File: config.mk
export PLATFORM = sky130hd
export DESIGN_NAME = sync_frame_receiver_crc32_core_flat
export DESIGN_NICKNAME = d
export VERILOG_FILES = /design/src/design/sfr_pkg.sv /design/src/design/sfr_if.sv /design/src/design/sync_frame_receiver_crc32_core.sv /design/src/design/sfr_front.sv /design/src/design/sfr_queue.sv /design/src/design/sfr_back.sv /design/src/flat_wrapper.sv
export VERILOG_INCLUDE_DIRS = /design/src /design/src/design
export SDC_FILE = /design/constraint.sdc
export NUM_CORES = 1
export LEC_CHECK = 0
export BUFFER_PORTS_ARGS = -buffer_cell sky130_fd_sc_hd__buf_4
export CAP_MARGIN = 20
export CORE_ASPECT_RATIO = 1.4
export CORE_MARGIN = 1.5
export CORE_UTILIZATION = 39
export DETAILED_ROUTE_END_ITERATION = 16
export HOLD_SLACK_MARGIN = 0.08
export PLACE_DENSITY = 0.59
export SLEW_MARGIN = 20
export SYNTH_ARGS = -nofsm -noshare
export SYNTH_HDL_FRONTEND = slang
export SYNTH_SLANG_ARGS = --single-unit
File: constraint.sdc
create_clock -name clk -period 3.65 [get_ports clk]
set_clock_uncertainty 0.2 [all_clocks]
set_input_delay 0.5475 -clock clk [delete_from_list [all_inputs] [get_ports clk]]
set_output_delay 0.5475 -clock clk [all_outputs]
set_load 0.03 [all_outputs]
File: src/design/sync_frame_receiver_crc32_core_assert.svh
// ----------------------------------------------------------------------------
// Assertion macros for the sync frame receiver
// Shared property forms used by the block's concurrent checks.
// ----------------------------------------------------------------------------
`ifndef SYNC_FRAME_RECEIVER_CRC32_CORE_ASSERT_SVH
`define SYNC_FRAME_RECEIVER_CRC32_CORE_ASSERT_SVH

// same-cycle implication
`define SFR_ASSERT_IMP(label, clk, rst_n, ante, cons, msg) \
    label: assert property (@(posedge clk) disable iff (!rst_n) (ante) |-> (cons)) \
        else $error(msg);

// next-cycle implication
`define SFR_ASSERT_NEXT(label, clk, rst_n, ante, cons, msg) \
    label: assert property (@(posedge clk) disable iff (!rst_n) (ante) |=> (cons)) \
        else $error(msg);

`endif

File: src/design/sfr_pkg.sv
// ----------------------------------------------------------------------------
// sfr_pkg
// Constants, types and the CRC-32 byte step shared by the frame receiver.
// ----------------------------------------------------------------------------
`default_nettype none

package sfr_pkg;

    localparam int SYNC_BYTES      = 4;
    localparam int MAX_FRAME_BYTES = 255;
    localparam int CRC_BYTES       = 4;
    localparam int MIN_FRAME_BYTES = SYNC_BYTES + CRC_BYTES + 1;
    localparam int SYNC_SEL_W      = 2;

    localparam int CFG_DATA_W  = 32;
    localparam int CFG_INDEX_W = 1;
    localparam logic [CFG_INDEX_W-1:0] CFG_SYNC_PATTERN = 1'b0;
    localparam logic [CFG_INDEX_W-1:0] CFG_FRAME_LENGTH = 1'b1;

    localparam logic [31:0] SYNC_PATTERN_RESET = 32'h0000_0000;
    localparam logic [7:0]  FRAME_LEN_RESET    = 8'd64;

    localparam logic [31:0] CRC_POLY = 32'hEDB8_8320;
    localparam logic [31:0] CRC_INIT = 32'hFFFF_FFFF;

    localparam int QUEUE_DEPTH = 2;
    localparam int QPTR_W      = 1;
    localparam int QCNT_W      = 2;

    typedef enum logic [1:0] {
        OP_NONE    = 2'd0,
        OP_CRC     = 2'd1,
        OP_STORE   = 2'd2,
        OP_RESTART = 2'd3
    } sfr_op_t;

    typedef struct packed {
        sfr_op_t     op;
        logic [1:0]  crc_idx;
        logic [7:0]  rx_byte;
        logic [7:0]  position;
        logic        payload_valid;
        logic [7:0]  payload_offset;
        logic        frame_done;
    } sfr_entry_t;

    typedef struct packed {
        logic              full;
        logic              empty;
        logic [QCNT_W-1:0] count;
    } sfr_q_status_t;

    function automatic logic [31:0] crc_byte(input logic [31:0] crc_in,
                                             input logic [7:0]  data);
        logic [31:0] c;
        c = crc_in ^ {24'h0, data};
        for (int k = 0; k < 8; k++)
        begin
            c = c[0] ? ((c >> 1) ^ CRC_POLY) : (c >> 1);
        end
        return c;
    endfunction

endpackage

`default_nettype wire

File: src/design/sfr_if.sv
// ----------------------------------------------------------------------------
// Frame receiver channels
// Valid/ready byte input channel and per-byte result channel.
// ----------------------------------------------------------------------------
`default_nettype none

interface sfr_rx_if;
    logic       valid;
    logic       ready;
    logic [7:0] rx_byte;

    modport source (output valid, output rx_byte, input ready);
    modport sink   (input valid, input rx_byte, output ready);
endinterface

interface sfr_result_if;
    logic       valid;
    logic       ready;
    logic [7:0] position;
    logic       payload_valid;
    logic [7:0] payload_byte;
    logic [7:0] payload_offset;
    logic       frame_done;
    logic       frame_good;

    modport source (output valid, output position, output payload_valid,
                    output payload_byte, output payload_offset,
                    output frame_done, output frame_good, input ready);
    modport sink   (input valid, input position, input payload_valid,
                    input payload_byte, input payload_offset,
                    input frame_done, input frame_good, output ready);
endinterface

`default_nettype wire

File: src/design/sync_frame_receiver_crc32_core.sv
// ----------------------------------------------------------------------------
// sync_frame_receiver_crc32_core
// Sync-word framer: hunts a sync pattern, passes frame bytes with offsets and
// checks a trailing little-endian CRC-32 (reflected, poly 0xEDB88320).
//
// Usage:
//   rx carries one received byte per transaction; result returns exactly
//   one transaction per input byte, in order, with position, payload fields
//   and, on the last byte of a frame, frame_done with frame_good (ack/nack).
//   Configuration: cfg_we with cfg_index 0 writes sync_pattern, 1 writes
//   frame_length; write only while no byte is in flight.
//   Path: the front end tags an accepted byte into a two-entry queue; the
//   back end applies its CRC step and registers the result.
//   Throughput: one byte per cycle while result.ready is high, bounded by
//   the byte-wide CRC update in the back end.
//   Reset: position returns to sync hunt, CRC to all ones, sync_pattern to
//   zero and frame_length to 64; no result is pending.
//   Stall: while result.ready is low the result register holds, the queue
//   fills, and rx.ready drops once two bytes wait behind it.
// ----------------------------------------------------------------------------
`default_nettype none
`include "sync_frame_receiver_crc32_core_assert.svh"

module sync_frame_receiver_crc32_core (
    input  wire logic                           clk,
    input  wire logic                           rst_n,
    input  wire logic                           cfg_we,
    input  wire logic [sfr_pkg::CFG_INDEX_W-1:0] cfg_index,
    input  wire logic [sfr_pkg::CFG_DATA_W-1:0]  cfg_data,
    sfr_rx_if.sink                              rx,
    sfr_result_if.source                        result
);
    import sfr_pkg::*;

    logic          push;
    logic          pop;
    sfr_entry_t    push_data;
    sfr_entry_t    pop_data;
    sfr_q_status_t q_status;

    sfr_front u_front (
        .clk       (clk),
        .rst_n     (rst_n),
        .cfg_we    (cfg_we),
        .cfg_index (cfg_index),
        .cfg_data  (cfg_data),
        .rx        (rx),
        .q_status  (q_status),
        .push      (push),
        .push_data (push_data)
    );

    sfr_queue u_queue (
        .clk       (clk),
        .rst_n     (rst_n),
        .push      (push),
        .push_data (push_data),
        .pop       (pop),
        .pop_data  (pop_data),
        .status    (q_status)
    );

    sfr_back u_back (
        .clk      (clk),
        .rst_n    (rst_n),
        .q_status (q_status),
        .entry    (pop_data),
        .pop      (pop),
        .result   (result)
    );

    `SFR_ASSERT_IMP(a_good_needs_done, clk, rst_n, result.valid && result.frame_good, result.frame_done, "frame_good without frame_done")
    `SFR_ASSERT_IMP(a_sync_fields_zero, clk, rst_n, result.valid && !result.payload_valid, (result.payload_byte == 8'h00) && (result.payload_offset == 8'h00), "nonzero payload during sync")
    `SFR_ASSERT_IMP(a_done_restarts, clk, rst_n, result.valid && result.frame_done, (result.position == 8'h00) && result.payload_valid, "frame end without restart")
    `SFR_ASSERT_NEXT(a_queue_no_phantom, clk, rst_n, q_status.empty && !push, q_status.empty, "queue filled without a push")

endmodule

`default_nettype wire

File: src/design/sfr_front.sv
// ----------------------------------------------------------------------------
// sfr_front
// Configuration registers, sync hunt and frame position tracking; tags each
// byte with the CRC operation the back end applies.
// ----------------------------------------------------------------------------
`default_nettype none

module sfr_front (
    input  wire logic                           clk,
    input  wire logic                           rst_n,
    input  wire logic                           cfg_we,
    input  wire logic [sfr_pkg::CFG_INDEX_W-1:0] cfg_index,
    input  wire logic [sfr_pkg::CFG_DATA_W-1:0]  cfg_data,
    sfr_rx_if.sink                              rx,
    input  sfr_pkg::sfr_q_status_t              q_status,
    output logic                                push,
    output sfr_pkg::sfr_entry_t                 push_data
);
    import sfr_pkg::*;

    logic [31:0] sync_pattern_reg;
    logic [7:0]  frame_length_reg;
    logic [7:0]  pos_reg;
    logic [7:0]  pos_next;
    logic [7:0]  len_eff;
    logic [7:0]  body_end;
    logic [7:0]  crc_pos;
    logic [8:0]  pos_inc;
    logic [7:0]  want;

    always_ff @(posedge clk or negedge rst_n)
    begin
        if (!rst_n)
        begin
            sync_pattern_reg <= SYNC_PATTERN_RESET;
            frame_length_reg <= FRAME_LEN_RESET;
        end
        else if (cfg_we)
        begin
            case (cfg_index)
                CFG_SYNC_PATTERN: sync_pattern_reg <= cfg_data[31:0];
                CFG_FRAME_LENGTH: frame_length_reg <= cfg_data[7:0];
                default:          ;
            endcase
        end
    end

    assign rx.ready = !q_status.full;
    assign push     = rx.valid && rx.ready;

    always_comb
    begin
        if ({1'b0, frame_length_reg} < 9'(MIN_FRAME_BYTES))
            len_eff = 8'(MIN_FRAME_BYTES);
        else if ({1'b0, frame_length_reg} > 9'(MAX_FRAME_BYTES))
            len_eff = 8'(MAX_FRAME_BYTES);
        else
            len_eff = frame_length_reg;
    end

    assign body_end = len_eff - 8'(CRC_BYTES);
    assign crc_pos  = pos_reg - body_end;
    assign pos_inc  = {1'b0, pos_reg} + 9'd1;
    assign want     = sync_pattern_reg[{pos_reg[SYNC_SEL_W-1:0], 3'b000} +: 8];

    always_comb
    begin
        push_data                = '0;
        push_data.op             = OP_NONE;
        push_data.rx_byte        = rx.rx_byte;
        pos_next                 = pos_reg;
        if (pos_reg < 8'(SYNC_BYTES))
        begin
            if (rx.rx_byte == want)
            begin
                push_data.op = OP_CRC;
                pos_next     = pos_inc[7:0];
            end
            else
            begin
                push_data.op = OP_RESTART;
                pos_next     = '0;
            end
        end
        else
        begin
            push_data.payload_valid  = 1'b1;
            push_data.payload_offset = pos_reg;
            if (pos_reg < body_end)
            begin
                push_data.op = OP_CRC;
            end
            else if (crc_pos < 8'(CRC_BYTES))
            begin
                push_data.op      = OP_STORE;
                push_data.crc_idx = crc_pos[1:0];
            end
            if (pos_inc >= {1'b0, len_eff})
            begin
                push_data.frame_done = 1'b1;
                pos_next             = '0;
            end
            else
            begin
                pos_next = pos_inc[7:0];
            end
        end
        push_data.position = pos_next;
    end

    always_ff @(posedge clk or negedge rst_n)
    begin
        if (!rst_n)
            pos_reg <= '0;
        else if (push)
            pos_reg <= pos_next;
    end

endmodule

`default_nettype wire

File: src/design/sfr_queue.sv
// ----------------------------------------------------------------------------
// sfr_queue
// Short FIFO of tagged bytes between the front end and the CRC back end.
// ----------------------------------------------------------------------------
`default_nettype none

module sfr_queue (
    input  wire logic                   clk,
    input  wire logic                   rst_n,
    input  wire logic                   push,
    input  sfr_pkg::sfr_entry_t         push_data,
    input  wire logic                   pop,
    output sfr_pkg::sfr_entry_t         pop_data,
    output sfr_pkg::sfr_q_status_t      status
);
    import sfr_pkg::*;

    sfr_entry_t          mem_reg [QUEUE_DEPTH];
    logic [QPTR_W-1:0]   wr_ptr_reg;
    logic [QPTR_W-1:0]   rd_ptr_reg;
    logic [QCNT_W-1:0]   count_reg;

    always_ff @(posedge clk)
    begin
        if (push)
            mem_reg[wr_ptr_reg] <= push_data;
    end

    always_ff @(posedge clk or negedge rst_n)
    begin
        if (!rst_n)
        begin
            wr_ptr_reg <= '0;
            rd_ptr_reg <= '0;
            count_reg  <= '0;
        end
        else
        begin
            if (push)
                wr_ptr_reg <= (wr_ptr_reg == QPTR_W'(QUEUE_DEPTH - 1)) ? '0
                                                                       : wr_ptr_reg + 1'b1;
            if (pop)
                rd_ptr_reg <= (rd_ptr_reg == QPTR_W'(QUEUE_DEPTH - 1)) ? '0
                                                                       : rd_ptr_reg + 1'b1;
            if (push && !pop)
                count_reg <= count_reg + 1'b1;
            else if (pop && !push)
                count_reg <= count_reg - 1'b1;
        end
    end

    assign pop_data     = mem_reg[rd_ptr_reg];
    assign status.count = count_reg;
    assign status.full  = (count_reg == QCNT_W'(QUEUE_DEPTH));
    assign status.empty = (count_reg == '0);

endmodule

`default_nettype wire

File: src/design/sfr_back.sv
// ----------------------------------------------------------------------------
// sfr_back
// Running CRC-32, received CRC capture, frame check and result register.
// ----------------------------------------------------------------------------
`default_nettype none

module sfr_back (
    input  wire logic                   clk,
    input  wire logic                   rst_n,
    input  sfr_pkg::sfr_q_status_t      q_status,
    input  sfr_pkg::sfr_entry_t         entry,
    output logic                        pop,
    sfr_result_if.source                result
);
    import sfr_pkg::*;

    logic [31:0] crc_reg;
    logic [31:0] crc_next;
    logic [31:0] rcv_reg;
    logic [31:0] rcv_next;
    logic [31:0] crc_upd;
    logic [31:0] rcv_store;
    logic        good;

    logic        valid_reg;
    logic [7:0]  position_reg;
    logic        payload_valid_reg;
    logic [7:0]  payload_byte_reg;
    logic [7:0]  payload_offset_reg;
    logic        frame_done_reg;
    logic        frame_good_reg;

    assign pop = !q_status.empty && (!valid_reg || result.ready);

    assign crc_upd   = crc_byte(crc_reg, entry.rx_byte);
    assign rcv_store = rcv_reg | ({24'h0, entry.rx_byte} << {entry.crc_idx, 3'b000});

    always_comb
    begin
        crc_next = crc_reg;
        rcv_next = rcv_reg;
        case (entry.op)
            OP_CRC:     crc_next = crc_upd;
            OP_STORE:   rcv_next = rcv_store;
            OP_RESTART: ;
            OP_NONE:    ;
            default:    ;
        endcase
        good = entry.frame_done && ((~crc_next) == rcv_next);
        if (entry.frame_done || (entry.op == OP_RESTART))
        begin
            crc_next = CRC_INIT;
            rcv_next = '0;
        end
    end

    always_ff @(posedge clk or negedge rst_n)
    begin
        if (!rst_n)
        begin
            crc_reg   <= CRC_INIT;
            rcv_reg   <= '0;
            valid_reg <= 1'b0;
        end
        else
        begin
            if (pop)
            begin
                crc_reg   <= crc_next;
                rcv_reg   <= rcv_next;
                valid_reg <= 1'b1;
            end
            else if (result.ready)
            begin
                valid_reg <= 1'b0;
            end
        end
    end

    always_ff @(posedge clk)
    begin
        if (pop)
        begin
            position_reg       <= entry.position;
            payload_valid_reg  <= entry.payload_valid;
            payload_byte_reg   <= entry.payload_valid ? entry.rx_byte : 8'h00;
            payload_offset_reg <= entry.payload_offset;
            frame_done_reg     <= entry.frame_done;
            frame_good_reg     <= good;
        end
    end

    assign result.valid          = valid_reg;
    assign result.position       = position_reg;
    assign result.payload_valid  = payload_valid_reg;
    assign result.payload_byte   = payload_byte_reg;
    assign result.payload_offset = payload_offset_reg;
    assign result.frame_done     = frame_done_reg;
    assign result.frame_good     = frame_good_reg;

endmodule

`default_nettype wire

File: src/flat_wrapper.sv
// flat-port wrapper written by rule: the top's interface ports become plain ports
module sync_frame_receiver_crc32_core_flat import sfr_pkg::*;
  (clk, rst_n, cfg_we, cfg_index, cfg_data, rx_valid, rx_rx_byte, rx_ready, result_valid, result_position, result_payload_valid, result_payload_byte, result_payload_offset, result_frame_done, result_frame_good, result_ready);
  sfr_rx_if rx_i ();
  sfr_result_if result_i ();
  input  wire logic clk;
  input  wire logic rst_n;
  input  wire logic cfg_we;
  input  wire logic [sfr_pkg::CFG_INDEX_W-1:0] cfg_index;
  input  wire logic [sfr_pkg::CFG_DATA_W-1:0] cfg_data;
  input wire logic [$bits(rx_i.valid)-1:0] rx_valid;
  input wire logic [$bits(rx_i.rx_byte)-1:0] rx_rx_byte;
  output wire logic [$bits(rx_i.ready)-1:0] rx_ready;
  output wire logic [$bits(result_i.valid)-1:0] result_valid;
  output wire logic [$bits(result_i.position)-1:0] result_position;
  output wire logic [$bits(result_i.payload_valid)-1:0] result_payload_valid;
  output wire logic [$bits(result_i.payload_byte)-1:0] result_payload_byte;
  output wire logic [$bits(result_i.payload_offset)-1:0] result_payload_offset;
  output wire logic [$bits(result_i.frame_done)-1:0] result_frame_done;
  output wire logic [$bits(result_i.frame_good)-1:0] result_frame_good;
  input wire logic [$bits(result_i.ready)-1:0] result_ready;
  assign rx_i.valid = rx_valid;
  assign rx_i.rx_byte = rx_rx_byte;
  assign rx_ready = rx_i.ready;
  assign result_valid = result_i.valid;
  assign result_position = result_i.position;
  assign result_payload_valid = result_i.payload_valid;
  assign result_payload_byte = result_i.payload_byte;
  assign result_payload_offset = result_i.payload_offset;
  assign result_frame_done = result_i.frame_done;
  assign result_frame_good = result_i.frame_good;
  assign result_i.ready = result_ready;
  sync_frame_receiver_crc32_core u_core (.clk(clk), .rst_n(rst_n), .cfg_we(cfg_we), .cfg_index(cfg_index), .cfg_data(cfg_data), .rx(rx_i), .result(result_i));
endmodule
==> impl_summary.md, run 1 <==
Run status
The flow ran to the end, and the final reports show no timing, DRC or antenna violations.

Global route
The wire length of the first global-routing pass is around 44 mm. The number of antenna violations at the first check in global routing is 0. Across every metal layer, demand over resource in global routing totals 0.207. The largest net degree at the start of global routing is between 50 and 60.

The residual overflow from global routing is 0. The via count of the first global-routing pass is between 7000 and 8000.

Power
The net switching power figure is 4.50 mW. The fraction of power consumed by sequential logic is 0.283. Across the VDD grid, the largest voltage drop is between 400 and 500 uV. Of the total power, the share spent switching nets is 0.389.

For this design the ratio of total power to cell area is just under 900 nW/um^2. The share of total power dissipated in combinational logic is 0.518. Internal power comes to 7.06 mW. The static leakage is around 5.4 nW. The share of power burned in the clock network is 0.200.

Final layout
The count of filler cells inserted in the layout is about 2400. Relative to the synthesized area, the layout overhead comes to 24.3%. The register with the most flip-flops in the layout has 60 of them. The ratio of cells with drive above 1 in the final layout is 0.300. The final cell area excluding filler cells is around 13000 sq um.

In the final design database the tool counted roughly 1100 nets. Excluding fillers, the count of instances in the completed layout stands at roughly 1400. The number of antenna diodes in the final layout is 0.

Synth
Yosys attributes the largest share of cell area to edfxtp_1 (25%), dfrtp_1 (20%), dfstp_2 (8.2%). The fraction of synthesis flops using an asynchronous set or reset pin is 0.574. The number of different library cells in the post-synthesis netlist is between 70 and 80.

The primary flip-flop cell chosen by synthesis mapping is edfxtp_1. The synthesized design spends more area on one cell type than any other, namely edfxtp_1. The mapped netlist covers between 10000 and 15000 sq um.

Yosys printed 0 warnings. The average cell area after synthesis is between 10 and 15 sq um. The sequential share of the synthesized area is 0.528. Counting flops and latches in the post-synthesis netlist gives 204. The number of enable flip-flop cells after synthesis is 87. The net count after synthesis is 923. The share of synthesized area in the top cell type comes to 0.247. The cell count after synthesis is around 860.

Placement
The placed wire-length estimate after detailed placement is between 20 and 25 mm. The total instance count after detailed placement is roughly 1300. The port buffer count is 74. The final estimated routing congestion in global placement is just over 0.9. The placed instances occupy a cell area of between 10000 and 15000 sq um. The worst setup timing slack at the placement stage is -39.6 ps.

Clock tree
The clock tree from TritonCTS is done. The maximum buffer depth of the clock tree is 3. After clock tree synthesis, the clock-pin slew on the worst setup and hold paths is about 70 ps. Buffers inserted during clock tree synthesis total 23. The depth of the CTS H-tree is 1. The CTS root buffer is clkbuf_16.

The clock network latency to the later pin of the worst-skew pair is around 520 ps. The tree built by TritonCTS fans out to between 200 and 250 sinks.

Drt
The count of nets left with antenna violations once routing finished came out at 0. The total wire length is 28.4 mm. For this block, the initial DRC count from the detailed router was just under 500. The pre-antenna-repair detailed-routing pass consisted of 5 iterations. The detailed router placed 7340 vias in this run. The DRC violation count after routing is 0. The wire length per cell is 20.4 um. Dividing the detail-routed via count by the number of cells gives between 5 and 6.

Critical path
The critical path class is reg -> reg. The largest single stage delay on the critical path is between 400 and 500 ps. The cell type with the highest occurrence count on the critical path is buf_4. Broken down by cell family, the worst path's largest delay share belongs to XOR/XNOR gates.

The critical path data arrival time is ~3600 ps. STA classifies the critical path endpoint as a flop. For the worst setup path, the data required time is 3800 ps. The largest fanout of any net on the critical path is 7. STA classifies the critical path startpoint as a flop. The signal on the critical path passes through buf_4, mux2_2, xor2_2, xnor2_4, buf_4, buf_4, xnor2_1, o21ai_0, xor2_1, o21ai_0, a2111o_1, nor4_2. The master of the slowest instance on the critical path is mux2_2. The sum of buffers and inverters on the critical path is 3.

Die
The site row count is 71. The floorplan step set the die width to 142 um. The area enclosed by the die boundary is ~28000 sq um.

The standard cell core area is between 20000 and 30000 sq um. The boundary pin count is 75. The initial cell density of the core is 0.395. The die boundary height is between 150 and 200 um.

STA
The count of final max-slew check failures came to 0. The final critical path time including I/O delays and setup is approximately 3500 ps. The achievable clock frequency is 0.287 GHz. At the pin with the least slew margin, the transition time is approximately 800 ps. The number of failing hold endpoints at the final stage is 0. The worst path setup slack after routing is ~170 ps.

The worst hold slack after final layout is 89.3 ps. The share of the clock period used by the worst path after layout is 0.954. In this run the tightest slew margin relative to its limit is 0.468. The final count of negative-setup-slack endpoints is 0.

Job
Max-cap violations in this run came to 0.

Min path
The path class of the lowest-slack min-delay path is in -> reg.
per-stage QoR:
stage	util	TNS [ps]	total power, mW
6_report	0.491	0	11.6
2_1_floorplan	-	0	7.15
3_3_place_gp	0.443	-224	8.98
4_1_cts	0.484	0	11.4
5_1_grt	0.491	-157	12.1
3_5_place_dp	0.443	-88.7	8.99
area by class of cell:
type	count	area, sq um	share of cell area
clock inverters	10	118	0.00895
flip-flops and latches	204	5580	0.425
well taps	365	457	0.0348
inverters	24	90.1	0.00686
repair buffers	167	1370	0.104
multi-input cells	594	4880	0.372
clock buffers	31	636	0.0484
layout by cell type, fill, tap and decap left out, types with 7 or more instances in the layout:
master,instances
buf_4,129
a21oi_1,90
edfxtp_1,87
dfrtp_1,83
nor2_1,81
mux2_2,66
xnor2_1,60
nand2_1,36
dlygate4sd3_1,35
dfstp_2,33
xor2_1,31
o21ai_0,28
inv_1,23
clkbuf_16,23
ha_1,17
nor2b_1,13
xnor3_1,11
a21o_1,11
and3_1,10
o22a_1,9
mux4_2,8
mux2i_1,7
cell usage after synthesis (5+ instances only):
cell / number
mux2_2: 66
buf_1: 8
xor3_1: 5
dfstp_2: 33
xnor2_1: 61
and3_1: 10
clkbuf_1: 25
edfxtp_1: 87
mux2i_1: 7
dfrtp_1: 84
a21boi_0: 6
mux4_2: 8
a21oi_1: 94
nand2b_1: 6
nor2b_1: 14
inv_1: 23
o22a_1: 10
a21o_1: 11
o21ai_0: 30
ha_1: 17
xor2_1: 31
nand3_1: 6
xnor3_1: 11
nor2_1: 82
nand2_1: 36
xnor2_2: 5
path summary, 6_finish.rpt:
kind / slack [ps] / end / cells after the start / start
setup reg to reg: 170 / u_core.u_back.result.frame_good$_DFFE_PP_ / 12 / u_core.u_queue.rd_ptr_reg$_DFFE_PN0P_
min in group asynchronous: 450 / u_core.u_back.result.valid$_DFFE_PN0P_ / 2 / rst_n
hold reg to reg: 290 / u_core.u_back.rcv_reg[2]$_DFFE_PN0P_ / 2 / u_core.u_back.rcv_reg[2]$_DFFE_PN0P_
max in group asynchronous: 1910 / u_core.u_back.crc_reg[24]$_DFFE_PN1P_ / 3 / rst_n
hold / removal: 90 / u_core.u_front.sync_pattern_reg[3]$_DFFE_PN0P_ / 2 / cfg_data[3]
setup / recovery: 170 / u_core.u_back.result.frame_good$_DFFE_PP_ / 12 / u_core.u_queue.rd_ptr_reg$_DFFE_PN0P_
what timing repair did:
| action | 4_1_cts | 5_1_grt |
|---|---|---|
| gates resized for setup | 2 | 20 |
| endpoints found under the setup margin | 7 | 8 |
| pin swaps | 0 | 5 |
| hold buffers | 35 | 0 |
| setup buffers | 0 | 8 |
| endpoints found under the hold margin | 91 | 0 |
power by group through the flow:
stage	logic, mW	clock network [mW]	registers [mW]
2_1_floorplan	3.64	0	3.51
4_1_cts	5.75	2.35	3.26
6_report	5.98	2.31	3.27
3_3_place_gp	5.69	0	3.29
3_5_place_dp	5.69	0	3.30
5_1_grt	6.33	2.44	3.31
cells by family after synthesis:
logic type / synth area share
DFF: 0.528
buffers and inverters: 0.0233
adders and majority gates: 0.0220
xor gates and xnor gates: 0.138
muxes: 0.0982
and+or+nand+nor: 0.0784
AOI/OAI and AO/OA: 0.112
metal layers:
metal | routed length (um) | vias up | GRT usage
met5 | 0 | - | 0
met1 | 10700 | 3645 | 0.237
met2 | 15200 | 219 | 0.382
met3 | 1250 | 74 | 0.0273
li1 | - | 3402 | -
met4 | 1280 | 0 | 0.0913
Power figures use the tool's default switching activity.
==> inputs of run 2 (changes only) <==
--- a/config.mk
+++ b/config.mk
@@ -6,6 +6,7 @@
 export SDC_FILE = /design/constraint.sdc
 export NUM_CORES = 1
 export LEC_CHECK = 0
+export ABC_AREA = 1
 export BUFFER_PORTS_ARGS = -buffer_cell sky130_fd_sc_hd__buf_4
 export CAP_MARGIN = 20
 export CORE_ASPECT_RATIO = 1.4
@@ -13,7 +14,9 @@
 export CORE_UTILIZATION = 39
 export DETAILED_ROUTE_END_ITERATION = 16
 export HOLD_SLACK_MARGIN = 0.08
-export PLACE_DENSITY = 0.59
+export MAX_ROUTING_LAYER = met4
+export PLACE_DENSITY = 0.58
+export REMOVE_ABC_BUFFERS = 1
 export SLEW_MARGIN = 20
 export SYNTH_ARGS = -nofsm -noshare
 export SYNTH_HDL_FRONTEND = slang
==> impl_summary.md, run 2 <==
Critical path
The worst setup path is of the reg -> reg kind. The worst register-to-register path ends at u_core.u_back.result.frame_good$_DFFE_PP_. The critical path data arrival time is 3410 ps (-220 ps).

The critical path goes through inv_2, buf_4, nand2_1, nand3_1, nand2_2, nand2_1, nand2_2, nand2_1, nand2_1, nand2_1, nand2_1, nand2_1, nand2_1, nand2_1, nand2_1, nor2_1, nand2_1, nor2_1, nand2_1, nor2_1. The worst stage delay on the critical path is 400 ps (-30 ps). The cell type with the highest occurrence count on the critical path is nand2_1.

The depth of the worst register-to-register path is 20 (+8). The largest fanout of any net on the critical path is 11 (+4). For this design, the slowest cell found on the critical path is dfrtp_1. The register-to-register setup slack was 420 ps (+260 ps).

The worst setup path is launched from a flop. The reg-to-reg startpoint is u_core.u_queue.rd_ptr_reg$_DFFE_PN0P_. The required time at the worst-slack endpoint was 3830 ps (+30 ps). The endpoint kind of the worst setup timing path is a flop.

Synth
The primary flip-flop cell chosen by synthesis mapping is edfxtp_1. The cell count after synthesis came to 1460 (+70%). The sequential share of the synthesized area was 0.484 (-0.0437).

The number of different library cells in the post-synthesis netlist is 42 (-41%). Yosys attributes the largest share of cell area to edfxtp_1 (23%), nand2_1 (18%), dfrtp_1 (18%). The average cell area after synthesis came to 7.89 sq um (-36%).

The synthesized flop and latch total is 204 (unchanged). Yosys instantiated no cell more often than nand2_1. The commonest cells after synthesis are nand2_1 (562), inv_1 (148), nand3_1 (100). The top cell type's share of synthesized area is 0.227 (-0.0204). The count of warnings emitted by yosys is 0 (unchanged). The number of enable flip-flop cells after synthesis came to 87 (unchanged). The fraction of synthesis flops using an asynchronous set or reset pin is 0.574 (unchanged). The post-synthesis instance area is 11500 sq um (+9.0%). The cell type with the highest aggregate area in the netlist is edfxtp_1.

Final layout
The antenna diode count was 0 (unchanged). The sequential cell area is 5580 sq um (about the same). The number of flip-flops in the largest register is 60 (unchanged).

The multi-input combinational cell area is 5110 sq um (+4.6%). The top cell types in the final layout, fill and taps aside, are nand2_1 (561), inv_1 (148), buf_4 (102). The count of filler cells inserted in the layout is 2858 (+20%). The number of nets in the finished design is 1636 (+52%).

Compared with the post-synthesis result, the final layout area differs by 18.6%. The ratio of cells with drive above 1 in the final layout is 0.161 (-0.139). The library cell used most frequently in the layout, excluding fill and tap cells, is nand2_1.

Die
The initial cell density of the core came to 0.395 (about the same). The die boundary width is 148 um (+4.3%). The boundary pin count is 75 (unchanged).

The standard cell core area is 29200 sq um (+9.1%). The area enclosed by the die boundary is 30600 sq um (+8.9%). The die boundary height is 206 um (+4.3%). The site row count came to 74 (+4.2%).

Placement
The port buffer count is 74 (unchanged). The placed wire-length estimate after detailed placement was 24.6 mm (+16%). The final estimated routing congestion in global placement is 0.937 (+0.30%).

STA
The count of final max-slew check failures came to 0 (unchanged). The number of failing hold endpoints at the final stage was 0 (unchanged). The achievable clock frequency is 0.310 GHz (+7.9%). The final sum of negative setup slack was 0 ps (unchanged).

The measured slew at the worst slew-check pin is 735 ps (-62.1 ps). The final critical path time including I/O delays and setup is 3230 ps (-256 ps). The final count of negative-setup-slack endpoints is 0 (unchanged). The share of the clock period used by the worst path after layout is 0.884 (-0.0701).

The worst relative slew slack is 0.510 (+0.0414). Setup repair after global routing left no endpoint under its margin.

Power
The peak supply drop is 399 uV (-3.9%). The overall power consumption is 14.6 mW (+26%). The total power divided by cell area is 1070 nW/um^2 (+21%). The static leakage is 6.73 nW (+25%).

Drt
The DRC violation count after routing is 0 (unchanged). The initial detailed-routing violation count is 670 (+39%). The iteration count of the initial detailed-routing pass is 6 (+1). The wire length per cell is 16.9 um (-17%).

The vias per cell is 5.10 (-3.1%). The total wire length is 33.2 mm (+17%). The via total after detailed routing is 10000 (+37%). The remaining antenna violation count after routing was 0 (unchanged).

Global route
The largest net degree at the start of global routing is 55 (unchanged). The number of antenna violations at the first check in global routing is 0 (unchanged). The via count of the first global-routing pass is 9725 (+30%).

The residual overflow from global routing is 0 (unchanged). The combined global-route utilization of all metal layers came to 0.227 (+0.0200). The wire length of the first global-routing pass is 51.8 mm (+18%).

Clock tree
TritonCTS built the clock tree. The clock network latency to the later pin of the worst-skew pair is 520 ps (about the same). The number of CTS-inserted buffers is 22 (-4.3%). The maximum buffer depth of the clock tree is 3 (unchanged). The clock transition at the registers of the reported paths is 60 ps (about the same). The depth of the CTS H-tree is 1 (unchanged). The CTS root buffer is clkbuf_16. The number of sinks driven by the clock tree is 204 (unchanged).

Min path
For hold timing, the worst endpoint is u_core.u_front.sync_pattern_reg[1]$_DFFE_PN0P_. The worst hold path begins at cfg_data[1]. The worst hold path belongs to the class in -> reg. The worst hold path stage count is 3 (+1).

Run status
The run finished with clean final reports.

Job
The max-cap violation count is 0 (unchanged).
[run 2: layout make-up]
type                    count  share of cell area
flip-flops and latches    204               0.408
multi-input cells        1046               0.374
repair buffers            137              0.0824
inverters                 161              0.0442
clock buffers              27              0.0439
well taps                 380              0.0348
clock inverters            13              0.0123
[run 2: logic make-up (layout without fill, tap and decap cells)]
family,Yosys count,in the layout,synth area share
flops,204,204,0.484
compound gates,159,159,0.0781
mux,24,24,0.0235
buf+inv,210,338,0.0743
fa+ha+maj,18,18,0.0202
simple gates,812,812,0.295
xor+xnor,33,33,0.0251
[run 2: repair_timing]
item | 4_1_cts | 5_1_grt
resized for setup | 0 | 0
setup buffers | 0 | 0
hold buffers | 34 | 0
endpoints found under the hold margin | 66 | 0
[run 2: worst max-delay path: cells and delay by family, from the launching register on]
kind                   cells  cell delay, ps
DFF                        1             400
and+or+nand+nor           18            2090
buffers and inverters      2             390
[run 2: how the worst max path moves through the flow]
| stage | start | to | cells after the start |
|---|---|---|---|
| 6_report | u_core.u_queue.rd_ptr_reg$_DFFE_PN0P_ | u_core.u_back.result.frame_good$_DFFE_PP_ | 20 |
| 3_5_place_dp | u_core.u_front.pos_reg[0]$_DFFE_PN0P_ | u_core.u_queue.mem_reg[1][11]$_DFFE_PP_ | 13 |
| 2_1_floorplan | u_core.u_back.result.valid$_DFFE_PN0P_ | u_core.u_back.crc_reg[1]$_DFFE_PN1P_ | 8 |
| 5_1_grt | u_core.u_front.frame_length_reg[6]$_DFFE_PN1P_ | u_core.u_queue.mem_reg[1][10]$_DFFE_PP_ | 15 |
| 3_3_place_gp | u_core.u_front.pos_reg[0]$_DFFE_PN0P_ | u_core.u_queue.mem_reg[1][11]$_DFFE_PP_ | 13 |
| 4_1_cts | u_core.u_front.pos_reg[0]$_DFFE_PN0P_ | u_core.u_queue.mem_reg[0][11]$_DFFE_PP_ | 13 |
[run 2: through the flow]
step	area, sq um	std cells	util	hold slack [ps]	worst slack [ps]
after floorplan	11300	1411	-	51.9	-1430
after global placement	12600	1894	0.430	261	455
after detailed placement	12600	1894	0.431	268	449
after CTS	13700	1968	0.469	106	418
after global routing	13700	1968	0.469	133	222
final	13700	1968	0.469	127	424
[run 2: metal layers]
metal / vias up / share of wire / wire length [um] / track usage
li1: 4935 / - / - / -
met3: 85 / 0.045 / 1510 / 0.0258
met1: 4710 / 0.38 / 12700 / 0.244
met5: - / 0 / 0 / -
met4: 0 / 0.054 / 1810 / 0.120
met2: 306 / 0.52 / 17200 / 0.409
[run 2: power by group]
part | switching [mW] | internal (mW)
sequential | 0.358 | 3.33
combinational | 5.99 | 2.53
clock | 0.945 | 1.45
